## src/rtl/gdrs_pkg.sv

```systemverilog
// Shared types and constants for the gear detector.
// Used by gdrs_sermul and gear_detect_from_rpm_speed; no dependencies.
package gdrs_pkg;

    localparam int MCAND_W     = 28;
    localparam int MPLIER_W    = 17;
    localparam int PROD_W      = MCAND_W + MPLIER_W;
    localparam int DRIVE_STEPS = 12;
    localparam int STEP_CNT_W  = $clog2(MPLIER_W);
    localparam int RPM_SHIFT   = 24;

    localparam logic [2:0] REG_RATIO_FIRST  = 3'd0;
    localparam logic [2:0] REG_RATIO_SECOND = 3'd1;
    localparam logic [2:0] REG_RATIO_THIRD  = 3'd2;
    localparam logic [2:0] REG_RATIO_TOL    = 3'd3;
    localparam logic [2:0] REG_DRIVE_RPM    = 3'd4;
    localparam logic [2:0] REG_STABLE_TIME  = 3'd5;
    localparam logic [2:0] REG_MIN_RPM      = 3'd6;
    localparam logic [2:0] REG_MIN_SPEED    = 3'd7;

    localparam logic [1:0] GEAR_NEUTRAL = 2'd0;
    localparam logic [1:0] GEAR_IDX_LAST = 2'd2;

    typedef enum logic [2:0] {
        ST_IDLE,
        ST_DRIVE,
        ST_LOAD,
        ST_GEAR,
        ST_CHECK,
        ST_DECIDE
    } state_t;

    typedef struct packed {
        logic load;
        logic step;
    } mul_ctrl_t;

endpackage

```

## src/rtl/gear_detect_from_rpm_speed.sv

```systemverilog
// Gear detector: engine rpm against road speed, with a debounce timer.
// Items are processed one at a time by the bit-serial multipliers: 12 steps for drive rpm,
// then a load, 17 steps and a check for each of 3 gears; s_tready is high only when idle.
// The output register lets the next item start while a result waits.
// Reset: async active low; config registers return to defaults, debounce state to neutral.
module gear_detect_from_rpm_speed
    import gdrs_pkg::*;
(
    input  logic        clk,
    input  logic        rst_n,
    input  logic        s_tvalid,
    output logic        s_tready,
    input  logic [63:0] s_tdata,   // engine_rpm[13:0], road_speed[25:14], time_ms[57:26]
    output logic        m_tvalid,
    input  logic        m_tready,
    output logic [7:0]  m_tdata,   // indicated_gear[1:0], raw_gear[3:2], gear_changed[4]
    input  logic        cfg_we,
    input  logic [2:0]  cfg_addr,
    input  logic [15:0] cfg_wdata
);

    state_t state_reg;
    state_t state_next;

    logic [15:0] ratio_first_reg;
    logic [15:0] ratio_second_reg;
    logic [15:0] ratio_third_reg;
    logic [15:0] ratio_tol_reg;
    logic [15:0] drive_rpm_reg;
    logic [15:0] stable_time_reg;
    logic [13:0] min_rpm_reg;
    logic [11:0] min_speed_reg;

    logic [STEP_CNT_W-1:0] cnt_reg;
    logic [STEP_CNT_W-1:0] cnt_next;
    logic [1:0]            gear_idx_reg;
    logic [1:0]            gear_idx_next;
    logic [1:0]            found_reg;
    logic [1:0]            found_next;
    logic                  lower_neg_reg;
    logic                  below_min_reg;
    logic [13:0]           rpm_reg;
    logic [31:0]           time_reg;
    logic [MCAND_W-1:0]    drive_reg;

    logic [1:0]  cand_gear_reg;
    logic [31:0] cand_since_reg;
    logic [31:0] last_confirm_reg;
    logic [1:0]  shown_gear_reg;
    logic        m_valid_reg;
    logic        m_valid_next;
    logic [4:0]  out_data_reg;

    logic        accept;
    logic        commit;
    logic [13:0] in_rpm;
    logic [11:0] in_speed;
    logic [31:0] in_time;

    mul_ctrl_t           mul_ctrl;
    logic [MCAND_W-1:0]  mul_mcand;
    logic [MPLIER_W-1:0] up_mplier;
    logic [MPLIER_W-1:0] lo_mplier;
    logic [PROD_W-1:0]   up_prod;
    logic [PROD_W-1:0]   lo_prod;
    logic [MCAND_W-1:0]  drive_val;
    logic [15:0]         ratio_sel;
    logic [MPLIER_W-1:0] upper_ratio;
    logic [MPLIER_W-1:0] lower_diff;
    logic [PROD_W-1:0]   rpm_scaled;
    logic                fits;

    logic [1:0]  raw_gear;
    logic [1:0]  confirmed;
    logic [31:0] since_cand;
    logic [31:0] since_confirm;
    logic [16:0] twice_stable;
    logic        take_confirm;

    assign in_rpm   = s_tdata[13:0];
    assign in_speed = s_tdata[25:14];
    assign in_time  = s_tdata[57:26];

    assign s_tready = (state_reg == ST_IDLE);
    assign accept   = s_tvalid && s_tready;
    assign commit   = (state_reg == ST_DECIDE) && (!m_valid_reg || m_tready);

    // configuration registers
    always_ff @(posedge clk or negedge rst_n)
    begin
        if (!rst_n)
        begin
            ratio_first_reg  <= 16'd14090;
            ratio_second_reg <= 16'd9052;
            ratio_third_reg  <= 16'd5612;
            ratio_tol_reg    <= 16'd819;
            drive_rpm_reg    <= 16'd14592;
            stable_time_reg  <= 16'd500;
            min_rpm_reg      <= 14'd500;
            min_speed_reg    <= 12'd16;
        end
        else if (cfg_we)
        begin
            unique case (cfg_addr)
                REG_RATIO_FIRST:  ratio_first_reg  <= cfg_wdata;
                REG_RATIO_SECOND: ratio_second_reg <= cfg_wdata;
                REG_RATIO_THIRD:  ratio_third_reg  <= cfg_wdata;
                REG_RATIO_TOL:    ratio_tol_reg    <= cfg_wdata;
                REG_DRIVE_RPM:    drive_rpm_reg    <= cfg_wdata;
                REG_STABLE_TIME:  stable_time_reg  <= cfg_wdata;
                REG_MIN_RPM:      min_rpm_reg      <= cfg_wdata[13:0];
                REG_MIN_SPEED:    min_speed_reg    <= cfg_wdata[11:0];
            endcase
        end
    end

    // next state
    always_comb
    begin
        state_next = state_reg;
        unique case (state_reg)
            ST_IDLE:
                if (accept)
                    state_next = ST_DRIVE;
            ST_DRIVE:
                if (cnt_reg == '0)
                    state_next = ST_LOAD;
            ST_LOAD:
                state_next = ST_GEAR;
            ST_GEAR:
                if (cnt_reg == '0)
                    state_next = ST_CHECK;
            ST_CHECK:
                state_next = (gear_idx_reg == GEAR_IDX_LAST) ? ST_DECIDE : ST_LOAD;
            ST_DECIDE:
                if (commit)
                    state_next = ST_IDLE;
            default:
                state_next = ST_IDLE;
        endcase
    end

    // sequencer outputs
    always_comb
    begin
        cnt_next      = cnt_reg;
        gear_idx_next = gear_idx_reg;
        found_next    = found_reg;
        mul_ctrl.load = 1'b0;
        mul_ctrl.step = 1'b0;
        unique case (state_reg)
            ST_IDLE:
            begin
                if (accept)
                begin
                    mul_ctrl.load = 1'b1;
                    cnt_next      = STEP_CNT_W'(DRIVE_STEPS - 1);
                    gear_idx_next = '0;
                    found_next    = GEAR_NEUTRAL;
                end
            end
            ST_DRIVE, ST_GEAR:
            begin
                mul_ctrl.step = 1'b1;
                cnt_next      = cnt_reg - 1'b1;
            end
            ST_LOAD:
            begin
                mul_ctrl.load = 1'b1;
                cnt_next      = STEP_CNT_W'(MPLIER_W - 1);
            end
            ST_CHECK:
            begin
                if (fits && (found_reg == GEAR_NEUTRAL))
                    found_next = gear_idx_reg + 2'd1;
                gear_idx_next = gear_idx_reg + 2'd1;
            end
            ST_DECIDE:
            begin
            end
            default:
            begin
            end
        endcase
    end

    always_ff @(posedge clk or negedge rst_n)
    begin
        if (!rst_n)
        begin
            state_reg    <= ST_IDLE;
            cnt_reg      <= '0;
            gear_idx_reg <= '0;
            found_reg    <= GEAR_NEUTRAL;
        end
        else
        begin
            state_reg    <= state_next;
            cnt_reg      <= cnt_next;
            gear_idx_reg <= gear_idx_next;
            found_reg    <= found_next;
        end
    end

    // operand selection
    always_comb
    begin
        case (gear_idx_reg)
            2'd0:    ratio_sel = ratio_first_reg;
            2'd1:    ratio_sel = ratio_second_reg;
            default: ratio_sel = ratio_third_reg;
        endcase
    end

    assign upper_ratio = {1'b0, ratio_sel} + {1'b0, ratio_tol_reg};
    assign lower_diff  = {1'b0, ratio_sel} - {1'b0, ratio_tol_reg};
    assign drive_val   = (gear_idx_reg == 2'd0) ? up_prod[MCAND_W-1:0] : drive_reg;

    assign mul_mcand = accept ? MCAND_W'(drive_rpm_reg) : drive_val;
    assign up_mplier = accept ? {in_speed, {(MPLIER_W - DRIVE_STEPS){1'b0}}} : upper_ratio;
    assign lo_mplier = lower_diff;

    gdrs_sermul u_mul_up
    (
        .clk    (clk),
        .rst_n  (rst_n),
        .ctrl   (mul_ctrl),
        .mcand  (mul_mcand),
        .mplier (up_mplier),
        .prod   (up_prod)
    );

    gdrs_sermul u_mul_lo
    (
        .clk    (clk),
        .rst_n  (rst_n),
        .ctrl   (mul_ctrl),
        .mcand  (mul_mcand),
        .mplier (lo_mplier),
        .prod   (lo_prod)
    );

    // hold item fields and per-gear operands
    always_ff @(posedge clk)
    begin
        if (accept)
        begin
            rpm_reg       <= in_rpm;
            time_reg      <= in_time;
            below_min_reg <= (in_rpm < min_rpm_reg) || (in_speed < min_speed_reg);
        end
        if (state_reg == ST_LOAD)
        begin
            lower_neg_reg <= lower_diff[MPLIER_W-1];
            if (gear_idx_reg == 2'd0)
                drive_reg <= up_prod[MCAND_W-1:0];
        end
    end

    // |rpm - ratio*drive| <= tol*drive  as  (ratio-tol)*drive <= rpm <= (ratio+tol)*drive
    assign rpm_scaled = PROD_W'({rpm_reg, {RPM_SHIFT{1'b0}}});
    assign fits = (rpm_scaled <= up_prod) && (lower_neg_reg || (lo_prod <= rpm_scaled));

    // debounce
    assign raw_gear      = below_min_reg ? GEAR_NEUTRAL : found_reg;
    assign since_cand    = time_reg - cand_since_reg;
    assign since_confirm = time_reg - last_confirm_reg;
    assign twice_stable  = {stable_time_reg, 1'b0};
    assign take_confirm  = (raw_gear == cand_gear_reg) && (since_cand >= 32'(stable_time_reg));

    always_comb
    begin
        confirmed = shown_gear_reg;
        if (raw_gear == cand_gear_reg)
        begin
            if (take_confirm)
                confirmed = cand_gear_reg;
        end
        else if (since_confirm > 32'(twice_stable))
            confirmed = GEAR_NEUTRAL;
    end

    always_ff @(posedge clk or negedge rst_n)
    begin
        if (!rst_n)
        begin
            cand_gear_reg    <= GEAR_NEUTRAL;
            cand_since_reg   <= '0;
            last_confirm_reg <= '0;
            shown_gear_reg   <= GEAR_NEUTRAL;
        end
        else if (commit)
        begin
            shown_gear_reg <= confirmed;
            if (raw_gear != cand_gear_reg)
            begin
                cand_gear_reg  <= raw_gear;
                cand_since_reg <= time_reg;
            end
            if (take_confirm)
                last_confirm_reg <= time_reg;
        end
    end

    // output register
    always_comb
    begin
        if (commit)
            m_valid_next = 1'b1;
        else if (m_tready)
            m_valid_next = 1'b0;
        else
            m_valid_next = m_valid_reg;
    end

    always_ff @(posedge clk or negedge rst_n)
    begin
        if (!rst_n)
            m_valid_reg <= 1'b0;
        else
            m_valid_reg <= m_valid_next;
    end

    always_ff @(posedge clk)
    begin
        if (commit)
            out_data_reg <= {(confirmed != shown_gear_reg), raw_gear, confirmed};
    end

    assign m_tvalid = m_valid_reg;
    assign m_tdata  = {3'b000, out_data_reg};

endmodule

```

## src/rtl/gdrs_sermul.sv

```systemverilog
// Bit-serial shift-add multiplier, one multiplier bit per cycle while step is set, MSB first.
// Depends on gdrs_pkg for widths and the control struct.
module gdrs_sermul
    import gdrs_pkg::*;
(
    input  logic                clk,
    input  logic                rst_n,
    input  mul_ctrl_t           ctrl,
    input  logic [MCAND_W-1:0]  mcand,
    input  logic [MPLIER_W-1:0] mplier,
    output logic [PROD_W-1:0]   prod
);

    logic [MCAND_W-1:0]  mcand_reg;
    logic [MCAND_W-1:0]  mcand_next;
    logic [MPLIER_W-1:0] mplier_reg;
    logic [MPLIER_W-1:0] mplier_next;
    logic [PROD_W-1:0]   acc_reg;
    logic [PROD_W-1:0]   acc_next;
    logic                busy_reg;

    always_comb
    begin
        mcand_next  = mcand_reg;
        mplier_next = mplier_reg;
        acc_next    = acc_reg;
        if (ctrl.load)
        begin
            mcand_next  = mcand;
            mplier_next = mplier;
            acc_next    = '0;
        end
        else if (ctrl.step)
        begin
            mplier_next = {mplier_reg[MPLIER_W-2:0], 1'b0};
            acc_next    = {acc_reg[PROD_W-2:0], 1'b0}
                        + (mplier_reg[MPLIER_W-1] ? PROD_W'(mcand_reg) : '0);
        end
    end

    always_ff @(posedge clk)
    begin
        mcand_reg  <= mcand_next;
        mplier_reg <= mplier_next;
        acc_reg    <= acc_next;
    end

    // track whether a product has been started since reset
    always_ff @(posedge clk or negedge rst_n)
    begin
        if (!rst_n)
            busy_reg <= 1'b0;
        else if (ctrl.load)
            busy_reg <= 1'b1;
    end

    assign prod = busy_reg ? acc_reg : '0;

endmodule

```

## config.mk

```make
export PLATFORM = sky130hd
export DESIGN_NAME = gear_detect_from_rpm_speed
export DESIGN_NICKNAME = d
export VERILOG_FILES = /design/src/rtl/gdrs_pkg.sv /design/src/rtl/gear_detect_from_rpm_speed.sv /design/src/rtl/gdrs_sermul.sv
export SDC_FILE = /design/constraint.sdc
export NUM_CORES = 1
export LEC_CHECK = 0
export BUFFER_PORTS_ARGS = -buffer_cell sky130_fd_sc_hd__buf_2
export CAP_MARGIN = 10
export CORE_MARGIN = 2
export CORE_UTILIZATION = 25
export CTS_CLUSTER_SIZE = 10
export DETAILED_ROUTE_END_ITERATION = 16
export PLACE_DENSITY_LB_ADDON = 0.2
export REMOVE_ABC_BUFFERS = 1
export SKIP_CTS_REPAIR_TIMING = 1
export SYNTH_ARGS = -nofsm -noshare
export SYNTH_HDL_FRONTEND = slang
export SYNTH_SLANG_ARGS = --single-unit
```

## constraint.sdc

```tcl
create_clock -name clk -period 9.5 [get_ports clk]
set_clock_uncertainty 0.15 [all_clocks]
set_input_delay 0.475 -clock clk [delete_from_list [all_inputs] [get_ports clk]]
set_output_delay 0.475 -clock clk [all_outputs]
set_load 0.05 [all_outputs]
```

======== Yosys cells after proc, flatten, opt, wreduce, memory -nomap -nowiden ========
Index checks and enable logic that the tools add are counted.
W data, S select, Z words.
cells by class
  muxes and demuxes ....................... 33
  equal/unequal tests ..................... 22
  magnitude comparators ................... 6
  reduce and logical (&&, ||, !) cells .... 33
  add/sub/neg operators ................... 8
operator list
  cell                  number
  $add A45 B45 Y45      2
  $mux W45              2
  $mux W17              5
  $mux W28              3
  $sub A32 B32 Y32      2
  $le A38 B45 Y1        1
  $le A45 B38 Y1        1
  $ge A32 B16 Y1        1
  $gt A32 B17 Y1        1
  $pmux W16 S2          1
  $reduce_and A2 Y1     12
  $eq A3 B3 Y1 const B  6
  $pmux W3 S6           1
  $add A16 B16 Y17      1
  $sub A16 B16 Y17      1
  $mux W16              1
  $mux W3               5
  $pmux W5 S3           1
  $lt A14 B14 Y1        1
  $eq A3 B2 Y1 const B  4
  $lt A12 B12 Y1        1
  $mux W2               6
  $ne A2 B2 Y1 const B  4
  $pmux W2 S2           2
  other kinds (22)      37
storage, ports and cells
  bits in registers ....................... 437
  logic and storage cells ................. 132
  output and inout bits ................... 10

======== Logic depth before layout (Yosys ltp) ========
  word-level depth ........................ 7
  mapped depth ............................ 24

======== By module ========
A second synthesis with hierarchy kept.
second synthesis, totals
  cell total of the unflattened synthesis .. 3063
  area total of the unflattened synthesis .. 30448.0 um^2
by module, submodules not included
  module                      area an instance (um^2)  times used  sequential area each (um^2)  cells each
  gear_detect_from_rpm_speed  19358.6                  1           7568.5                       1910
  gdrs_sermul at u_mul_up     5557.8                   1           2277.2                       587
  gdrs_sermul at u_mul_lo     5531.6                   1           2277.2                       566

======== Least setup slack after synthesis ========
Ideal clock, no wire load.
  path type ............................... reg2reg
  from .................................... reg state_reg[0]
  to ...................................... reg u_mul_up.mplier_reg[6] (data pin)
  stages on the path, launching flop included .. 8
  buffers on the path ..................... 2
  library setup time ...................... 0.156 ns
  slack ................................... 4.992 ns
  data required time ...................... 9.194 ns
  clock period less this slack ............ 4.508 ns
  data arrival time ....................... 4.202 ns
  cells stage by stage .................... dfrtp_1 > clkbuf_1 > nor3_1 > nand2_1 > clkinv_1 > buf_1 > a21oi_1 > o21ai_0
on the way
  word-level cells in the longest chain between the ends .. 5
  elaborated cells between the ends (all ways) .. 7
  classes of those cells .................. 1 x eq/ne; 4 x mux; 2 x reduce/logical
RTL lines
  item                         RTL line                           source
  from (decl)                  gear_detect_from_rpm_speed.sv:22   state_t state_reg;
  from (signal assigned)       gear_detect_from_rpm_speed.sv:198  state_reg <= state_next;
  $logic_not A3 Y1 (*)         gear_detect_from_rpm_speed.sv:84   assign s_tready = (state_reg == ST_IDLE);
  net s_tready                 gear_detect_from_rpm_speed.sv:12   output logic s_tready,
  $logic_and A1 B1 Y1 (*)      gear_detect_from_rpm_speed.sv:85   assign accept = s_tvalid && s_tready;
  net accept                   gear_detect_from_rpm_speed.sv:54   logic accept;
  $mux W1                      gear_detect_from_rpm_speed.sv:154  if (accept)
  $pmux W1 S2                  gear_detect_from_rpm_speed.sv:151  unique case (state_reg)
  $mux W17 (*)                 gdrs_sermul.sv:27                  if (ctrl.load)
  net u_mul_up.mplier_next[6]  gdrs_sermul.sv:17                  logic [MPLIER_W-1:0] mplier_next;
  to (signal assigned)         gdrs_sermul.sv:44                  mplier_reg <= mplier_next;
  to (decl)                    gdrs_sermul.sv:16                  logic [MPLIER_W-1:0] mplier_reg;
The timed path passes the listed nets; every way through them passes the cells marked *.
A chain may end at the register's enable or synchronous reset.

======== Worst setup path in the final report ========
  from .................................... reg time_reg[0]
  to ...................................... reg last_confirm_reg[31]
on the way
  word-level cells in the longest chain between the ends .. 4
RTL lines
  item                         RTL line                           source
  from (decl)                  gear_detect_from_rpm_speed.sv:43   logic [31:0] time_reg;
  from (signal assigned)       gear_detect_from_rpm_speed.sv:249  time_reg <= in_time;
  $sub A32 B32 Y32             gear_detect_from_rpm_speed.sv:266  assign since_cand = time_reg - cand_since_reg;
  $ge A32 B16 Y1               gear_detect_from_rpm_speed.sv:269  assign take_confirm = (raw_gear == cand_gear_reg) && (since_cand >= 32'(stable_time_reg));
  $logic_and A1 B1 Y1          gear_detect_from_rpm_speed.sv:269
  $reduce_and A2 Y1 (no line)  --
  to (signal assigned)         gear_detect_from_rpm_speed.sv:301  last_confirm_reg <= time_reg;
  to (decl)                    gear_detect_from_rpm_speed.sv:48   logic [31:0] last_confirm_reg;
Every way passes these cells.

==> metrics.md <==
| Metric | Value |
|---|---|
| Count of TritonRoute iterations in the first routing pass | 5 |
| Worst setup margin | 3.65 ns |
| Final critical-path share of the clock period | 61.6% |
| Hold worst-path end | state_reg[0] |
| Final Max Slew Viols | 0 |
| Share of synthesized area occupied by flip-flops and latches | 40.7% |
| Detail Route Antenna Nets | 0 |
| Setup Crit Path Kind | reg2reg |
| Number of global-route vias before repair | 20700 |
| Kind of launch point of the worst setup path | flip-flop |
| Placement-stage worst setup slack | 3.61 ns |
| Hold path startpoint | s_tvalid |
| FMAX | 0.171 GHz |
| Relative slew margins | 27.5% |
| CTS root buf | sky130_fd_sc_hd__clkbuf_16 |
| Placeable Area | 0.109 mm2 |
| Overall power after layout | 10.6 mW |
| Final instance area | 0.0320 mm2 |
| Final Hold Fails | 0 |
| Most area-consuming cells after synthesis | sky130_fd_sc_hd__edfxtp_1, sky130_fd_sc_hd__dfrtp_1, sky130_fd_sc_hd__ha_1, sky130_fd_sc_hd__mux2_2, sky130_fd_sc_hd__dfxtp_1 |
| Final hold slack | 0.00111 ns |
| Clock tree buffer depth | 3 |
| Worst Reg2Reg Path Length in Cells | 21 |
| Total length of routed wires | 77500 um |
| Total global routing overflow | 0 |
| Data required time at the worst endpoint | 9.86 ns |
| Inst Count DP | 4341 |
| Die outline area | 0.113 mm2 |
| Synthesis-to-finish area growth | 15.9% |
| Number of max-cap violations | 0 |
| Reg-to-Reg Start | time_reg[0] |
| Cell area after synthesis | 0.0276 mm2 |
| Total of warnings raised by yosys | 0 |
| Dominant register cell in the synthesized netlist | sky130_fd_sc_hd__dfrtp_1 |
| Hold Path Stages | 3 |
| Leakage | 13.3 nW |
| Via-per-instance ratio | 4.63 |
| Number of endpoints failing setup at the final stage | 0 |
| Initial Util | 25.3% |
| Critical path's slowest cell | sky130_fd_sc_hd__nand3_2 |
| Clock tree sinks | 437 |
| Highest cell delay on the worst timing path | 0.83 ns |
| Number of vias after detailed routing | 20800 |
| Antenna diodes | 0 |
| Critical-path maximum fanout | 34 |
| Worst-margin pin slew | 1.09 ns |
| Final core utilization | 29.3% |
| Number of remaining DRC errors | 0 |
| Wire length of the first global-routing pass | 122000 um |
| CTS H-tree lvls | 2 |
| Clock tree from TritonCTS | built |
| Net count, final | 3302 |
| Reg2reg setup slack | 3.65 ns |
| Input/output buffers | 88 |
| Antenna violations before repair | 9 |
| Final period demand of the worst path | 5.85 ns |
| Share of Yosys cell area claimed by the top area cell type | 15.5% |
| Kind of capture point of the worst setup path | flip-flop |
| Non-filler cells in the finished layout | 4496 |
| Largest voltage drop on the vdd net | 0.179 mV |
| Run status | complete, no violations |
| Count of state elements after synthesis | 437 |
| Maximum number of pins on one net before global-route repair | 86 |
| Async set-or-reset flop fraction in the synthesized netlist | 46.7% |
| Clock latency at the later pin of the worst-skew pair | 0.66 ns |
| Global-route usage over all layers | 13.7% |
| Clock transition time at the flip-flop clock pins of the worst setup and hold paths | 0.06 ns |
| PwrDens | 330 mW/mm2 |
| Die X-Extent | 336 um |
| Initial detailed-routing violation count | 1132 |
| Cell taking the most area after synthesis | sky130_fd_sc_hd__edfxtp_1 |
| HPWL reported at the end of detailed placement | 54600 um |
| Instance area at placement | 0.0297 mm2 |
| Unique cell type count in the Yosys netlist | 92 |
| Number of synthesized flops with an enable pin | 143 |
| Unrepaired setup endpoints after global routing | no |
| Post-synthesis average cell area | 9.68 um2 |
| Number of ports placed on the die boundary | 98 |
| Rows | 121 |
| Routed len/inst | 17.2 um |
| Total negative slack | 0 ns |
| Routability congestion estimate | 0.808 |
| Fraction of layout cells with a size suffix above 1 | 14.8% |
| Fillcell total | 11600 |
| Worst hold-check path type | in2reg |
| Cells along the critical path | inv_1 -> ha_1 -> fa_1 -> nand2b_1 -> a21oi_1 -> o21ai_2 -> o211ai_4 -> o21a_1 -> nor2_1 -> xnor2_1 -> ha_1 -> a21o_1 -> a21oi_1 -> nor2b_1 -> a2111oi_0 -> o2111a_1 -> nand4_1 -> nor4_2 -> nand4_2 -> nand3_2 -> mux2_2 |
| Synthesized instance count | 2854 |
| Destination of the worst register-to-register timing path | last_confirm_reg[31] |
| Die boundary height | 336 um |
| Data arrival at the endpoint of the critical path | 6.21 ns |
| Cts bufs inserted | 57 |
cell type report:
class | count | area (um2) | share of cell area, %
Tap cell | 1476 | 1850 | 5.77
Sequential cell | 437 | 11300 | 35.2
Clock inverter | 20 | 173 | 0.539
Clock buffer | 88 | 1620 | 5.07
Inverter | 226 | 850 | 2.65
Timing Repair Buffer | 158 | 1090 | 3.42
Multi-Input combinational cell | 2091 | 15200 | 47.4
routing by layer:
layer  vias up  wire length (um)  GRT usage, %  share of wire [%]
met5         -                54             0              0.070
met4         8              1400          3.00                1.8
met3        93              2460          2.28                3.2
met2       224             35700          22.5                 46
met1     10000             37900          18.8                 49
li1      10500                 -             -                  -
placed cells by master, fill, tap and decap left out, drive strengths merged, types with 19 or more instances in the layout:
master       count
nand2b          35
a21oi          163
dfstp           45
o21ai          229
o21a            27
xor2            46
and2            87
and3            25
clkbuf          88
edfxtp         143
ha             237
nand3          112
mux2           205
a211oi          20
dlygate4sd3     47
nor3            52
a21o            63
nor4            19
inv            227
buf            111
dfxtp           90
dfrtp          159
nand2          220
nand4           31
o31ai           24
nor2           122
nor2b           42
xnor2           95
worst max-delay path, delay by kind of cell, from the launching register on:
kind	cells	cell delay, ns
AOI/OAI and AO/OA	8	2.03
and+or+nand+nor	7	1.72
adders and majority gates	3	0.82
muxes	1	0.41
DFF	1	0.34
xor gates and xnor gates	1	0.14
buffers and inverters	1	0.08
cell usage after synthesis (90+ instances only):
| master | n |
|---|---|
| sky130_fd_sc_hd__a21oi_1 | 161 |
| sky130_fd_sc_hd__dfrtp_1 | 159 |
| sky130_fd_sc_hd__dfxtp_1 | 90 |
| sky130_fd_sc_hd__edfxtp_1 | 143 |
| sky130_fd_sc_hd__ha_1 | 237 |
| sky130_fd_sc_hd__inv_1 | 223 |
| sky130_fd_sc_hd__mux2_2 | 177 |
| sky130_fd_sc_hd__nand2_1 | 220 |
| sky130_fd_sc_hd__nand3_1 | 111 |
| sky130_fd_sc_hd__nor2_1 | 122 |
| sky130_fd_sc_hd__o21ai_0 | 219 |
| sky130_fd_sc_hd__xnor2_1 | 95 |
how the worst max path moves through the flow:
stage	startpoint	end	slack [ns]	cells past startpoint
global route	time_reg[1]	last_confirm_reg[31]	3.20	20
floorplan	state_reg[1]	cnt_reg[0]	-0.25	6
finish	time_reg[0]	last_confirm_reg[31]	3.65	21
global placement	time_reg[1]	last_confirm_reg[3]	3.67	20
CTS	time_reg[1]	last_confirm_reg[31]	3.56	20
detailed placement	time_reg[0]	last_confirm_reg[31]	3.61	21
power by group:
| part | switching, mW | internal (mW) | leakage, nW | total (mW) |
|---|---|---|---|---|
| Clock | 0.894 | 1.23 | 0.879 | 2.12 |
| Sequential | 0.472 | 2.76 | 4.59 | 3.23 |
| Combinational | 3.02 | 2.21 | 7.88 | 5.22 |
cell families after synthesis:
kind of cell,Yosys count,share of synthesized area [%]
and+or+nand+nor,808,14.9
buffers and inverters,328,4.60
AOI/OAI and AO/OA,687,15.6
adders and majority gates,243,11.2
xor gates and xnor gates,141,4.47
other,1,0.0136
muxes,209,8.51
DFF,437,40.7
(Power assumes the default switching activity.)
